<file path="src/rtl/hfcc_pkg.sv">
// ----------------------------------------------------------------------------
// hfcc_pkg
// Shared types, constants and the CRC-8 byte update for the humidity frame
// checker and converter.
// ----------------------------------------------------------------------------
package hfcc_pkg;

   // CRC-8, x^8+x^5+x^4+1, MSB first, no final xor
   localparam logic [7:0] CRC_POLY = 8'h31;
   localparam logic [7:0] CRC_INIT = 8'hFF;

   localparam logic [16:0] FULL_SCALE  = 17'd65535;
   localparam logic [10:0] TEMP_SPAN   = 11'd1750;
   localparam logic [11:0] TEMP_OFFSET = 12'd450;
   localparam logic [9:0]  HUMI_SPAN   = 10'd1000;

   localparam logic [1:0] STATUS_OK       = 2'd0;
   localparam logic [1:0] STATUS_TEMP_CRC = 2'd1;
   localparam logic [1:0] STATUS_HUMI_CRC = 2'd2;

   typedef enum logic [2:0] {
      POS_T_MSB = 3'd0,
      POS_T_LSB = 3'd1,
      POS_T_CRC = 3'd2,
      POS_H_MSB = 3'd3,
      POS_H_LSB = 3'd4,
      POS_H_CRC = 3'd5
   } pos_type;

   // finished frame, before conversion
   typedef struct packed {
      logic [15:0] temp_raw;
      logic [15:0] humi_raw;
      logic [1:0]  status;
   } frame_type;

   // converted result word
   typedef struct packed {
      logic signed [11:0] temperature_tenths;
      logic [9:0]         humidity_tenths;
      logic [1:0]         status;
   } result_type;

   function automatic logic [7:0] crc8_byte(input logic [7:0] crc, input logic [7:0] b);
      logic [7:0] v;
      v = crc ^ b;
      for (int i = 0; i < 8; i++) begin
         if (v[7]) begin
            v = {v[6:0], 1'b0} ^ CRC_POLY;
         end else begin
            v = {v[6:0], 1'b0};
         end
      end
      return v;
   endfunction

endpackage

</file>
<file path="src/rtl/hfcc_req_if.sv">
// ----------------------------------------------------------------------------
// hfcc_req_if
// Valid/ready channel carrying one received frame byte per word.
// ----------------------------------------------------------------------------
interface hfcc_req_if;
   logic       valid;
   logic       ready;
   logic [7:0] data_byte;
   logic       frame_start;

   modport source (output valid, output data_byte, output frame_start, input ready);
   modport sink   (input valid, input data_byte, input frame_start, output ready);
endinterface

</file>
<file path="src/rtl/hfcc_rsp_if.sv">
// ----------------------------------------------------------------------------
// hfcc_rsp_if
// Valid/ready channel carrying one converted measurement per word.
// ----------------------------------------------------------------------------
interface hfcc_rsp_if;
   logic               valid;
   logic               ready;
   logic signed [11:0] temperature_tenths;
   logic [9:0]         humidity_tenths;
   logic [1:0]         status;

   modport source (output valid, output temperature_tenths, output humidity_tenths,
                   output status, input ready);
   modport sink   (input valid, input temperature_tenths, input humidity_tenths,
                   input status, output ready);
endinterface

</file>
<file path="src/rtl/hfcc_convert.sv">
// ----------------------------------------------------------------------------
// hfcc_convert
// Raw 16-bit words to tenths of a unit. Division by 65535 is done as
// y = q0*65536 + lo = q0*65535 + (lo + q0), with one correction step.
// ----------------------------------------------------------------------------
module hfcc_convert (
   input  hfcc_pkg::frame_type  frame,
   output hfcc_pkg::result_type result
);

   logic [26:0]        t_prod;
   logic [10:0]        t_q0;
   logic [16:0]        t_r0;
   logic               t_wrap;
   logic [10:0]        t_q;
   logic [16:0]        t_r;
   logic               t_round;
   logic signed [11:0] t_val;

   logic [25:0]        h_prod;
   logic [9:0]         h_q0;
   logic [16:0]        h_r0;
   logic [9:0]         h_q;

   always_comb begin
      t_prod  = 27'(frame.temp_raw) * 27'(hfcc_pkg::TEMP_SPAN);
      t_q0    = t_prod[26:16];
      t_r0    = {1'b0, t_prod[15:0]} + 17'(t_q0);
      t_wrap  = (t_r0 >= hfcc_pkg::FULL_SCALE);
      t_q     = t_q0 + 11'(t_wrap);
      t_r     = t_wrap ? (t_r0 - hfcc_pkg::FULL_SCALE) : t_r0;
      // negative quotient with a remainder truncates up toward zero
      t_round = (12'(t_q) < hfcc_pkg::TEMP_OFFSET) && (t_r != 17'd0);
      t_val   = $signed(12'(t_q) - hfcc_pkg::TEMP_OFFSET + 12'(t_round));

      h_prod  = 26'(frame.humi_raw) * 26'(hfcc_pkg::HUMI_SPAN);
      h_q0    = h_prod[25:16];
      h_r0    = {1'b0, h_prod[15:0]} + 17'(h_q0);
      h_q     = h_q0 + 10'(h_r0 >= hfcc_pkg::FULL_SCALE);

      result.status = frame.status;
      if (frame.status == hfcc_pkg::STATUS_OK) begin
         result.temperature_tenths = t_val;
         result.humidity_tenths    = h_q;
      end else begin
         result.temperature_tenths = '0;
         result.humidity_tenths    = '0;
      end
   end

endmodule

</file>
<file path="src/rtl/humidity_frame_check_convert_core.sv">
// ----------------------------------------------------------------------------
// humidity_frame_check_convert_core
// Checks the two CRC-8 protected words of a six-byte sensor frame and
// converts them to tenths of a degree and tenths of a percent.
//
//   channel  dir  handshake     payload
//   req_ch   in   valid/ready   data_byte[7:0], frame_start
//   rsp_ch   out  valid/ready   temperature_tenths[11:0] s, humidity_tenths[9:0],
//                               status[1:0]
//
// One byte per cycle while req_ch.ready is high; the sixth byte is registered into
// the frame register, then converted into the output register.
// Synchronous active-high reset clears byte position, CRC and valid flags.
// A stalled output holds the frame register, and req_ch.ready drops only
// when both the frame register and the output register are full.
// ----------------------------------------------------------------------------
module humidity_frame_check_convert_core (
   input  logic         clock,
   input  logic         reset,
   hfcc_req_if.sink     req_ch,
   hfcc_rsp_if.source   rsp_ch
);

   hfcc_pkg::pos_type    pos_ff, pos_in, pos_cur;
   logic [7:0]           crc_ff, crc_in, crc_cur;
   logic [15:0]          temp_raw_ff, temp_raw_in;
   logic [15:0]          humi_raw_ff, humi_raw_in;
   logic                 temp_bad_ff, temp_bad_in;

   hfcc_pkg::frame_type  frame_ff, frame_in;
   logic                 frame_valid_ff, frame_valid_in;
   hfcc_pkg::result_type result_ff, result_conv;
   logic                 result_valid_ff, result_valid_in;

   logic                 req_take;
   logic                 frame_done;
   logic                 out_free;
   logic                 frame_free;
   logic                 humi_bad;

   assign out_free     = !result_valid_ff || rsp_ch.ready;
   assign frame_free   = !frame_valid_ff || out_free;
   assign req_ch.ready = frame_free;
   assign req_take     = req_ch.valid && frame_free;

   // a start byte or an impossible position restarts the frame
   always_comb begin
      if (req_ch.frame_start || (3'(pos_ff) > 3'(hfcc_pkg::POS_H_CRC))) begin
         pos_cur = hfcc_pkg::POS_T_MSB;
         crc_cur = hfcc_pkg::CRC_INIT;
      end else begin
         pos_cur = pos_ff;
         crc_cur = crc_ff;
      end
   end

   // next position
   always_comb begin
      pos_in = pos_ff;
      if (req_take) begin
         if (pos_cur == hfcc_pkg::POS_H_CRC) begin
            pos_in = hfcc_pkg::POS_T_MSB;
         end else begin
            pos_in = hfcc_pkg::pos_type'(3'(pos_cur) + 3'd1);
         end
      end
   end

   // per-position datapath
   always_comb begin
      crc_in      = crc_ff;
      temp_raw_in = temp_raw_ff;
      humi_raw_in = humi_raw_ff;
      temp_bad_in = temp_bad_ff;
      frame_done  = 1'b0;
      humi_bad    = (crc_cur != req_ch.data_byte);
      if (req_take) begin
         unique case (pos_cur)
            hfcc_pkg::POS_T_MSB: begin
               temp_raw_in = {req_ch.data_byte, 8'h00};
               crc_in      = hfcc_pkg::crc8_byte(crc_cur, req_ch.data_byte);
            end
            hfcc_pkg::POS_T_LSB: begin
               temp_raw_in = {temp_raw_ff[15:8], req_ch.data_byte};
               crc_in      = hfcc_pkg::crc8_byte(crc_cur, req_ch.data_byte);
            end
            hfcc_pkg::POS_T_CRC: begin
               temp_bad_in = (crc_cur != req_ch.data_byte);
               crc_in      = hfcc_pkg::CRC_INIT;
            end
            hfcc_pkg::POS_H_MSB: begin
               humi_raw_in = {req_ch.data_byte, 8'h00};
               crc_in      = hfcc_pkg::crc8_byte(crc_cur, req_ch.data_byte);
            end
            hfcc_pkg::POS_H_LSB: begin
               humi_raw_in = {humi_raw_ff[15:8], req_ch.data_byte};
               crc_in      = hfcc_pkg::crc8_byte(crc_cur, req_ch.data_byte);
            end
            default: begin
               frame_done = 1'b1;
               crc_in     = hfcc_pkg::CRC_INIT;
            end
         endcase
      end
   end

   always_comb begin
      frame_in.temp_raw = temp_raw_ff;
      frame_in.humi_raw = humi_raw_ff;
      priority if (temp_bad_ff) begin
         frame_in.status = hfcc_pkg::STATUS_TEMP_CRC;
      end else if (humi_bad) begin
         frame_in.status = hfcc_pkg::STATUS_HUMI_CRC;
      end else begin
         frame_in.status = hfcc_pkg::STATUS_OK;
      end
   end

   always_comb begin
      frame_valid_in = frame_valid_ff;
      if (frame_done) begin
         frame_valid_in = 1'b1;
      end else if (out_free) begin
         frame_valid_in = 1'b0;
      end
      result_valid_in = result_valid_ff;
      if (out_free) begin
         result_valid_in = frame_valid_ff;
      end
   end

   hfcc_convert u_convert (
      .frame  (frame_ff),
      .result (result_conv)
   );

   always_ff @(posedge clock) begin
      if (reset) begin
         pos_ff          <= hfcc_pkg::POS_T_MSB;
         crc_ff          <= hfcc_pkg::CRC_INIT;
         frame_valid_ff  <= 1'b0;
         result_valid_ff <= 1'b0;
      end else begin
         pos_ff          <= pos_in;
         crc_ff          <= crc_in;
         frame_valid_ff  <= frame_valid_in;
         result_valid_ff <= result_valid_in;
      end
   end

   always_ff @(posedge clock) begin
      temp_raw_ff <= temp_raw_in;
      humi_raw_ff <= humi_raw_in;
      temp_bad_ff <= temp_bad_in;
      if (frame_done) begin
         frame_ff <= frame_in;
      end
      if (out_free && frame_valid_ff) begin
         result_ff <= result_conv;
      end
   end

   assign rsp_ch.valid              = result_valid_ff;
   assign rsp_ch.temperature_tenths = result_ff.temperature_tenths;
   assign rsp_ch.humidity_tenths    = result_ff.humidity_tenths;
   assign rsp_ch.status             = result_ff.status;

   // bad CRC words carry zeroed readings
   assert property (@(posedge clock) disable iff (reset)
      result_valid_ff && (result_ff.status != hfcc_pkg::STATUS_OK) |->
         (result_ff.temperature_tenths == 12'sd0) && (result_ff.humidity_tenths == 10'd0))
      else $error("nonzero reading with bad CRC status");

   assert property (@(posedge clock) disable iff (reset)
      result_valid_ff |->
         (result_ff.temperature_tenths >= -12'sd450) &&
         (result_ff.temperature_tenths <= 12'sd1300) &&
         (result_ff.humidity_tenths <= 10'd1000))
      else $error("converted reading out of range");

   // a waiting frame is neither dropped nor overwritten
   assert property (@(posedge clock) disable iff (reset)
      frame_valid_ff && !out_free |=> frame_valid_ff && $stable(frame_ff))
      else $error("frame register lost while output stalled");

   assert property (@(posedge clock) disable iff (reset)
      frame_done |-> frame_free)
      else $error("frame completed with frame register busy");

endmodule

</file>
<file path="src/flat_wrapper.sv">
// flat-port wrapper written by rule: the top's interface ports become plain ports
module humidity_frame_check_convert_core_flat 
  (clock, reset, req_ch_valid, req_ch_data_byte, req_ch_frame_start, req_ch_ready, rsp_ch_valid, rsp_ch_temperature_tenths, rsp_ch_humidity_tenths, rsp_ch_status, rsp_ch_ready);
  hfcc_req_if req_ch_i ();
  hfcc_rsp_if rsp_ch_i ();
  input  logic clock;
  input  logic reset;
  input wire logic [$bits(req_ch_i.valid)-1:0] req_ch_valid;
  input wire logic [$bits(req_ch_i.data_byte)-1:0] req_ch_data_byte;
  input wire logic [$bits(req_ch_i.frame_start)-1:0] req_ch_frame_start;
  output wire logic [$bits(req_ch_i.ready)-1:0] req_ch_ready;
  output wire logic [$bits(rsp_ch_i.valid)-1:0] rsp_ch_valid;
  output wire logic [$bits(rsp_ch_i.temperature_tenths)-1:0] rsp_ch_temperature_tenths;
  output wire logic [$bits(rsp_ch_i.humidity_tenths)-1:0] rsp_ch_humidity_tenths;
  output wire logic [$bits(rsp_ch_i.status)-1:0] rsp_ch_status;
  input wire logic [$bits(rsp_ch_i.ready)-1:0] rsp_ch_ready;
  assign req_ch_i.valid = req_ch_valid;
  assign req_ch_i.data_byte = req_ch_data_byte;
  assign req_ch_i.frame_start = req_ch_frame_start;
  assign req_ch_ready = req_ch_i.ready;
  assign rsp_ch_valid = rsp_ch_i.valid;
  assign rsp_ch_temperature_tenths = rsp_ch_i.temperature_tenths;
  assign rsp_ch_humidity_tenths = rsp_ch_i.humidity_tenths;
  assign rsp_ch_status = rsp_ch_i.status;
  assign rsp_ch_i.ready = rsp_ch_ready;
  humidity_frame_check_convert_core u_core (.clock(clock), .reset(reset), .req_ch(req_ch_i), .rsp_ch(rsp_ch_i));
endmodule
</file>
<file path="config.mk">
export PLATFORM = sky130hd
export DESIGN_NAME = humidity_frame_check_convert_core_flat
export DESIGN_NICKNAME = d
export VERILOG_FILES = /design/src/rtl/hfcc_pkg.sv /design/src/rtl/hfcc_req_if.sv /design/src/rtl/hfcc_rsp_if.sv /design/src/rtl/hfcc_convert.sv /design/src/rtl/humidity_frame_check_convert_core.sv /design/src/flat_wrapper.sv
export SDC_FILE = /design/constraint.sdc
export NUM_CORES = 1
export LEC_CHECK = 0
export BUFFER_PORTS_ARGS = -buffer_cell sky130_fd_sc_hd__buf_2
export CAP_MARGIN = 20
export CORE_ASPECT_RATIO = 1.75
export CORE_MARGIN = 3
export CORE_UTILIZATION = 60
export CTS_CLUSTER_SIZE = 24
export DETAILED_ROUTE_END_ITERATION = 10
export PLACE_DENSITY = 0.89
export SYNTH_ARGS = -nofsm -noshare
export SYNTH_HDL_FRONTEND = slang
export SYNTH_HIERARCHICAL = 1
export SYNTH_SLANG_ARGS = --single-unit
export TNS_END_PERCENT = 100
</file>
<file path="constraint.sdc">
create_clock -name clock -period 16.35 [get_ports clock]
set_clock_uncertainty 0.2 [all_clocks]
set_input_delay 0.8175 -clock clock [delete_from_list [all_inputs] [get_ports clock]]
set_output_delay 0.8175 -clock clock [all_outputs]
set_load 0.03 [all_outputs]
</file>
======== Yosys cells after proc, flatten, opt, wreduce, memory -nomap -nowiden ========
Index checks and enable logic that the tools add are counted.
word-level totals
  word-level logic and storage cells ...... 184
  register bits after elaboration ......... 104
  input port bits ......................... 13
cells by class
  add/sub/neg operators ................... 8
  $lt $le $gt $ge ......................... 4
  reduce and logical (&&, ||, !) cells .... 20
  bitwise operators ....................... 32
  multiplexer cells ....................... 97
  eq/ne operators ......................... 6
  multipliers ............................. 2
operators by type and width
  operator                  number
  $mux W8                   57
  $mux W6                   29
  $not A3 Y3                29
  $pmux W16 S2              2
  $ge A17 B16 Y1 const B    2
  $pmux W8 S4               1
  $mul A16 B10 Y26 const B  1
  $mul A16 B7 Y23 const B   1
  $add A16 B10 Y17          1
  $add A16 B11 Y17          1
  $mux W17                  1
  $reduce_bool A17 Y1       1
  $sub A17 B16 Y17 const B  1
  $add A12 B1 Y12           1
  $sub A11 B9 Y12 const B   1
  $add A11 B1 Y11           1
  $lt A11 B9 Y1 const B     1
  $add A10 B1 Y10           1
  $ne A8 B8 Y1              1
  $xor A8 B8 Y8             1
  $eq A3 B2 Y1 const B      2
  $eq A3 B3 Y1 const B      2
  $mux W3                   2
  $reduce_and A2 Y1         3
  other kinds (14)          26

======== Logic depth before layout (Yosys ltp) ========
Gate-level depths: netlist of run 1.
  depth after elaboration ................. 35
  mapped depth ............................ 50
  mapped depth without buffers ............ 49

======== Modules after synthesis ========
The synthesis of run 1 kept the hierarchy.
by module, submodules not included
  module                             cells an instance  instances  area each (sq um)  seq. area each (sq um)
  hfcc_convert                       989                1          8526.9             0.0
  humidity_frame_check_convert_core  248                1          3907.5             2992.9

======== Least setup slack after synthesis of run 1 ========
OpenSTA, ideal clock, no wires.
  path kind ............................... register to register
  start ................................... reg u_core/frame_ff[24] (netlist bit)
  end ..................................... reg u_core.result_ff, in the netlist u_core/rsp_ch.temperature_tenths[10], data pin
  buffers on the path ..................... 1
  setup slack ............................. 5487 ps
  stages on the path, launching flop included .. 50
  arrival ................................. 10397 ps
  library setup time ...................... 266 ps
  required time ........................... 15884 ps
  cells stage by stage .................... edfxtp_1 > ha_1 > inv_1 > fa_1 > inv_1 > fa_1 > fa_1 > inv_1 > fa_1 > inv_1 > ha_1 > buf_2 > and2_1 > nand4_1 > or3_1 > nand2_1 > a41oi_1 > xor2_1 > [... 14 more ...] > o41ai_4 > ha_1 > nand3_1 > nor3_1 > nand2_1 > xnor2_1 > and3_1 > o21ai_0 > o21ai_0 > a41oi_2 > ha_1 > inv_1 > ha_1 > nand3_1 > inv_1 > o21ai_0 > xor2_1 > nor2_1
between the ends
  longest elaborated chain between the ends .. 7
  elaborated cells on any way between the ends .. 11
ends and longest elaborated chain
  item                                                  RTL line                                  text
  from (decl)                                           humidity_frame_check_convert_core.sv:30   hfcc_pkg::frame_type frame_ff, frame_in;
  from (signal assigned)                                humidity_frame_check_convert_core.sv:156  frame_ff <= frame_in;
  $mul A16 B10 Y26 (*)                                  hfcc_convert.sv:26                        t_prod = 27'(frame.temp_raw) * 27'(hfcc_pkg::TEMP_SPAN);
  $add A16 B11 Y17                                      hfcc_convert.sv:28                        t_r0 = {1'b0, t_prod[15:0]} + 17'(t_q0);
  $ge A17 B16 Y1 or $sub A17 B16 Y17 (tied branches)    hfcc_convert.sv:29, hfcc_convert.sv:31
  $add A11 B1 Y11 or $mux W17 (tied branches)           hfcc_convert.sv:30, hfcc_convert.sv:31
  $lt A11 B9 Y1 or $reduce_bool A17 Y1 (tied branches)  hfcc_convert.sv:33                        t_round = (12'(t_q) < hfcc_pkg::TEMP_OFFSET) && (t_r != 17'd0);
  $logic_and A1 B1 Y1                                   hfcc_convert.sv:33
  $add A12 B1 Y12 (*)                                   hfcc_convert.sv:34                        t_val = $signed(12'(t_q) - hfcc_pkg::TEMP_OFFSET + 12'(t_round));
  to (signal assigned)                                  humidity_frame_check_convert_core.sv:159  result_ff <= result_conv;
  to (decl)                                             humidity_frame_check_convert_core.sv:32   hfcc_pkg::result_type result_ff, result_conv;
Every way passes the cells marked *; elsewhere a longest branch is shown, timed or not.
A chain may end at the register's enable or synchronous reset.

======== Worst setup path after layout of run 1 ========
  start ................................... reg u_core/frame_ff[18] (netlist bit)
  end ..................................... reg u_core.result_ff, in the netlist u_core/rsp_ch.temperature_tenths[4], data pin
The elaborated chain is that of the path after synthesis.

==> results.cfg, run 1 <==
[die]
dieArea_um2 = 22600
start_util = 0.610
ios = 39
die_x_um = 115
core_um2 = 20400
die_h_um = 196
rows = 69

[sta]
setup_violations = 0
min_period_ns = 12.67
rsz0062_at_grt = no
tightestPinTransition_ns = 0.983
setup_tns_ns = 0
report.final.slew_viol_count = 0
min_period_over_period = 0.775
relSlewSlack = 0.345
setup_slack_ns = 3.68
hold_viol = 0
max_freq_mhz = 78.9
hold_ws_ns = 0.217

[route]
vias = 9126
dr.pass1.iters = 6
drt-total-wl_um = 28600
via_per_inst = 6.02
drt-wirelength-per-cell_um = 18.8
drtAntennaViolNets = 0
dr.first_iter.drc_count = 514
drc_errors = 0

[clock_tree]
postCtsResizedCells = 0
cts_setup_buffers = 0
clk_latency_ns = 0.35
clk_path_buf_depth = 2
cts_htree_levels = 3
cts_hold_buf = 0
clock_sinks = 104
cts_root_buf = clkbuf_16
cts_tree = built
cts.reportedPaths.clkPinSlew_ns = 0.07
cts-buffers-inserted = 9

[place]
place_ws_ns = 3.91
port_buffers = 38
dp_cells = 1498
dpl_cell_area_um2 = 12800
place_congestion = 0.999
hpwl_um = 23800

[layout]
area.growth.synth_to_final_pct = 5.82
n_fill_cell = 1537
multi_input_area_um2 = 8680
final_cells = 1516
nNetsFinal = 1556
fin_area_um2 = 13200
utilization = 0.646
drive_gt1_frac = 0.0741
seqCellArea_um2 = 2990
diodes = 0

[pwr]
power_density_nw_per_um2 = 44.0
power_mw = 0.578
ir_worst_vdd_uv = 87.0
power_leakage_nw = 5.87

[grt]
grt_max_degree = 35
antenna_found_initial = 0
track_usage = 0.261
grt_pass1_wl_um = 46500
grt_pass1_vias = 9620
grt_overflow = 0

[logic_synthesis]
synthesis.nets = 1530
yosysSeqAreaShare = 0.241
syn_avg_cell_area_um2 = 10.1
yosys.area_share.simple = 0.134
yosys.area.top_type = edfxtp_1
ys.warnings.count = 6
synth_top_family_by_area = adder cells
synth_top_area_share = 0.220
synth_area_leaders = edfxtp_1 (22%), fa_1 (18%), ha_1 (17%)
synth_area_um2 = 12400
synth_xor_xnor_area_share = 0.0817
muxShareOfSynthArea = 0.00926
ys_ff_latch = 104
synth-compound-area-share = 0.121
netlist_instances = 1237
synth_top_flop_cell = edfxtp_1
ys_types = 80
yosys.area_share.adder = 0.351
synth_async_sr_flop_share = 0
synth_edf_count = 91

[critical_path]
crit_slowest_cell = xor2_1
worstPathRequired_ns = 16.24
arrival_ns = 12.56
crit_fanout = 9
worst-path-buf-inv = 4
path_delay_family = adder cells
critPathMostFrequentCell = ha_1
crit_path_start_kind = flip-flop
cpPeakStageDelay_ns = 0.65
endpoint_kind = flip-flop
reg2reg_slack_ns = 3.68
criticalPathCategory = flip-flop to flip-flop

[flow_run]
cap_violations = 0

[run_status]
status = complete, no violations

[worst_hold_path]
hold_class = flip-flop to flip-flop
-- area by class of cell --
type                       instances  area share
tap                              248      0.0236
multi-input combinational        933       0.660
clock buffer                      11      0.0184
inverter                         172      0.0491
sequential                       104       0.227
clock inverter                     5     0.00304
timing repair buffer              43      0.0186
-- placed cells by master (no fill, tap or decap), types with 10 or more instances in the layout --
master	instances
a211oi_1	14
a21o_1	25
a21oi_1	56
and2_1	30
buf_2	39
dfxtp_1	13
edfxtp_1	91
fa_1	113
ha_1	167
inv_1	172
nand2_1	55
nand2b_1	11
nand3_1	24
nand4_1	10
nor2_1	70
nor2b_1	27
nor3_1	25
o21ai_0	44
xnor2_1	72
xor2_1	30
-- flip-flops by register name, summed over array words and instances, names as in the netlist --
register	flops
u_core/frame_ff	34
u_core/humi_raw_ff	16
u_core/temp_raw_ff	16
u_core/rsp_ch.temperature_tenths	12
u_core/rsp_ch.humidity_tenths	10
u_core/crc_ff	8
u_core/pos_ff	3
u_core/rsp_ch.status	2
u_core/frame_valid_ff	1
u_core/rsp_ch.valid	1
u_core/temp_bad_ff	1
-- synthesized netlist by cell type (24+ instances only) --
| cell | instances |
|---|---|
| inv_1 | 172 |
| ha_1 | 167 |
| fa_1 | 113 |
| edfxtp_1 | 91 |
| xnor2_1 | 72 |
| nor2_1 | 70 |
| a21oi_1 | 56 |
| nand2_1 | 55 |
| o21ai_0 | 44 |
| and2_1 | 30 |
| xor2_1 | 30 |
| nor2b_1 | 27 |
| nor3_1 | 26 |
| a21o_1 | 25 |
| nand3_1 | 24 |
-- worst paths after layout --
path / from / depth (start not counted) / to
worst max-delay path: u_core/frame_ff[18]$_DFFE_PP_ / 48 / u_core/rsp_ch.temperature_tenths[4]$_DFFE_PP_
worst min-delay path: u_core/temp_raw_ff[15]$_DFFE_PP_ / 0 / u_core/frame_ff[33]$_DFFE_PP_
worst max register to register: u_core/frame_ff[18]$_DFFE_PP_ / 48 / u_core/rsp_ch.temperature_tenths[4]$_DFFE_PP_
worst min register to register: u_core/temp_raw_ff[15]$_DFFE_PP_ / 0 / u_core/frame_ff[33]$_DFFE_PP_
-- worst register-to-register path: cells and delay by family (launching register included) --
| family | cells | cell delay, ns |
|---|---|---|
| simple gates | 17 | 3.58 |
| buf+inv | 4 | 0.34 |
| fa+ha+maj | 11 | 3.80 |
| xor+xnor | 5 | 1.75 |
| flops | 1 | 0.54 |
| compound gates | 11 | 2.20 |
-- cells by family (layout without fill, tap and decap cells) --
group	count (synthesis)	in the layout
muxes	11	11
AOI/OAI and AO/OA	219	219
buffers and inverters	200	231
and+or+nand+nor	314	314
xor gates and xnor gates	108	108
DFF	104	104
adders and majority gates	281	281
-- routing by layer --
metal	vias up	share of wire	GRT usage	wire length, um
met5	-	0	0	0
met1	4391	0.36	0.281	10200
met3	117	0.040	0.0381	1130
li1	4329	-	-	-
met2	289	0.54	0.478	15600
met4	0	0.060	0.146	1710
-- report_power, final --
part	switching [mW]	leakage (nW)	internal [mW]
Combinational	0.0406	4.79	0.0294
Clock	0.0976	0.134	0.109
Sequential	0.00580	0.955	0.296
No activity file was read; power rests on OpenSTA's default activity.
==> inputs of run 2 (changes only) <==
--- a/config.mk
+++ b/config.mk
@@ -5,14 +5,15 @@
 export SDC_FILE = /design/constraint.sdc
 export NUM_CORES = 1
 export LEC_CHECK = 0
+export ABC_AREA = 1
 export BUFFER_PORTS_ARGS = -buffer_cell sky130_fd_sc_hd__buf_2
 export CAP_MARGIN = 20
 export CORE_ASPECT_RATIO = 1.75
 export CORE_MARGIN = 3
-export CORE_UTILIZATION = 60
+export CORE_UTILIZATION = 59
 export CTS_CLUSTER_SIZE = 24
 export DETAILED_ROUTE_END_ITERATION = 10
-export PLACE_DENSITY = 0.89
+export PLACE_DENSITY = 0.91
 export SYNTH_ARGS = -nofsm -noshare
 export SYNTH_HDL_FRONTEND = slang
 export SYNTH_HIERARCHICAL = 1
==> constraint.sdc (replaced) <==
create_clock -name clock -period 10.87 [get_ports clock]
set_clock_uncertainty 0.2 [all_clocks]
set_input_delay 0.5435 -clock clock [delete_from_list [all_inputs] [get_ports clock]]
set_output_delay 0.5435 -clock clock [all_outputs]
set_load 0.03 [all_outputs]
==> run 2 against run 1 <==
Compared with the run above:
- die area grew 6.0%
- cell count grew 28%
- utilization grew 0.91 points
- combinational power grew to 10 times the previous value
- synthesized area grew 4.5%
- first-iteration DRC count grew 38%
- largest cell class unchanged
==> results.cfg, run 2 <==
[logic_synthesis]
ys_ff_latch = 104
yosys.area.top_type = edfxtp_1
synth_top_area_share = 0.210
synth_edf_count = 91
synth_area_leaders = edfxtp_1 (21%), fa_1 (17%), ha_1 (16%)
synth_async_sr_flop_share = 0
yosysMostFrequentCell = inv_1
muxShareOfSynthArea = 0
yosys.area_share.adder = 0.335
syn_avg_cell_area_um2 = 8.18
synth_top_flop_cell = edfxtp_1
synth_xor_xnor_area_share = 0.0458
ys.warnings.count = 6
netlist_instances = 1588
yosysSeqAreaShare = 0.230
ys_types = 55
synth_top_family_by_area = adder cells
synth-compound-area-share = 0.0495
synth_area_um2 = 13000
yosys.area_share.simple = 0.229
synthesis.nets = 1881
ys_top_cells_by_count = inv_1 (353), nand2_1 (336), ha_1 (167)

[layout]
final_cell_mix = inv_1 (353), nand2_1 (334), ha_1 (162)
largest_register = u_core/frame_ff
utilization = 0.655
fin_area_um2 = 14100
multi_input_area_um2 = 8720
largest_reg_flops = 34
final_common_cell = inv_1
seqCellArea_um2 = 2990
reg_top3 = u_core/frame_ff (34), u_core/humi_raw_ff (16), u_core/temp_raw_ff (16)
diodes = 0
final_cells = 1948
area.growth.synth_to_final_pct = 8.77
n_fill_cell = 1651
drive_gt1_frac = 0.109
nNetsFinal = 1944

[critical_path]
crit_fanout = 8
arrival_ns = 10.27
crit_path_start_kind = flip-flop
cpPeakStageDelay_ns = 0.59
criticalPathCategory = flip-flop to flip-flop
worstPathRequired_ns = 10.78
endpoint_kind = flip-flop
crit_slowest_cell = xor2_1
critPathMostFrequentCell = nand2_1

[clock_tree]
cts.reportedPaths.clkPinSlew_ns = 0.08
cts_root_buf = clkbuf_16
cts_tree = built
cts_htree_levels = 3
cts-buffers-inserted = 9
clk_path_buf_depth = 2
clock_sinks = 104
clk_latency_ns = 0.36

[route]
drc_errors = 0
drt-total-wl_um = 31000
dr.first_iter.drc_count = 708
drt-wirelength-per-cell_um = 15.9
dr.pass1.iters = 6
via_per_inst = 5.45
drtAntennaViolNets = 0
vias = 10624

[pwr]
power_leakage_nw = 7.32
ir_worst_vdd_uv = 107
power_density_nw_per_um2 = 107

[sta]
min_period_over_period = 0.953
setup_violations = 0
max_freq_mhz = 96.6
hold_viol = 0
tightestPinTransition_ns = 0.729
hold_ws_ns = 0.219
report.final.slew_viol_count = 0
min_period_ns = 10.36
relSlewSlack = 0.512

[grt]
grt_pass1_wl_um = 49600
track_usage = 0.257
grt_max_degree = 36
antenna_found_initial = 0
grt_pass1_vias = 10870
grt_overflow = 0

[run_status]
status = complete, no violations

[die]
dieArea_um2 = 23900
core_um2 = 21600
start_util = 0.602
ios = 39
die_x_um = 118
die_h_um = 202
rows = 71

[place]
port_buffers = 38
dpl_cell_area_um2 = 13500
dp_cells = 1911
place_congestion = 1.03
hpwl_um = 25100

[worst_hold_path]
hold_class = flip-flop to flip-flop

[flow_run]
cap_violations = 0
run 2: timing repair:
item / 4_1_cts / 5_1_grt
endpoints found under the setup margin: 0 / 9
hold buffers: 0 / 0
buffers inserted: 0 / 20
gates resized for setup: 0 / 24
run 2: metrics by stage:
| step | worst slack, ns | setup TNS [ns] | power, mW |
|---|---|---|---|
| finish | 0.513 | 0 | 1.51 |
| global placement | 0.805 | 0 | 1.13 |
| floorplan | 1.45 | 0 | 0.989 |
| global route | -0.294 | -1.32 | 1.62 |
| detailed placement | 0.434 | 0 | 1.15 |
| CTS | 0.395 | 0 | 1.48 |
run 2: per-layer routing:
metal,vias to the layer above,share of wire,GRT usage
met5,-,0,0
met2,361,0.54,0.495
li1,5113,-,-
met1,5004,0.35,0.255
met3,146,0.039,0.0381
met4,0,0.069,0.153
run 2: cell type report:
cell class	count	area share
clock buffer	9	0.0159
clock inverter	7	0.00602
inverter	367	0.0974
multi-input combinational	1107	0.617
sequential	104	0.212
tap	292	0.0258
timing repair buffer	62	0.0262
run 2: kinds of logic (layout without fill, tap and decap cells):
kind of cell	after synthesis	in the layout
DFF	104	104
adders and majority gates	280	280
and+or+nand+nor	651	651
xor gates and xnor gates	62	62
buffers and inverters	377	445
AOI/OAI and AO/OA	114	114
run 2: worst paths after layout:
check | from | end | slack [ns] | cells after the start
max reg2reg | u_core/frame_ff[19]$_DFFE_PP_ | u_core/rsp_ch.temperature_tenths[10]$_DFFE_PP_ | 0.51 | 54
min | u_core/temp_raw_ff[3]$_SDFFCE_PN0P_ | u_core/frame_ff[21]$_DFFE_PP_ | 0.22 | 0
min reg2reg | u_core/temp_raw_ff[3]$_SDFFCE_PN0P_ | u_core/frame_ff[21]$_DFFE_PP_ | 0.22 | 0
max | u_core/frame_ff[19]$_DFFE_PP_ | u_core/rsp_ch.temperature_tenths[10]$_DFFE_PP_ | 0.51 | 54
run 2: critical path, delay by kind of cell, from the launching register on:
| kind | cells | cell delay, ns |
|---|---|---|
| adders and majority gates | 11 | 3.73 |
| and+or+nand+nor | 26 | 3.07 |
| xor gates and xnor gates | 3 | 1.05 |
| AOI/OAI and AO/OA | 5 | 0.80 |
| buffers and inverters | 9 | 0.67 |
| DFF | 1 | 0.55 |
run 2: report_power, final:
| group | total, mW | internal, mW | switching (mW) |
|---|---|---|---|
| registers | 0.456 | 0.450 | 0.00571 |
| clock network | 0.326 | 0.164 | 0.162 |
| logic | 0.728 | 0.242 | 0.486 |
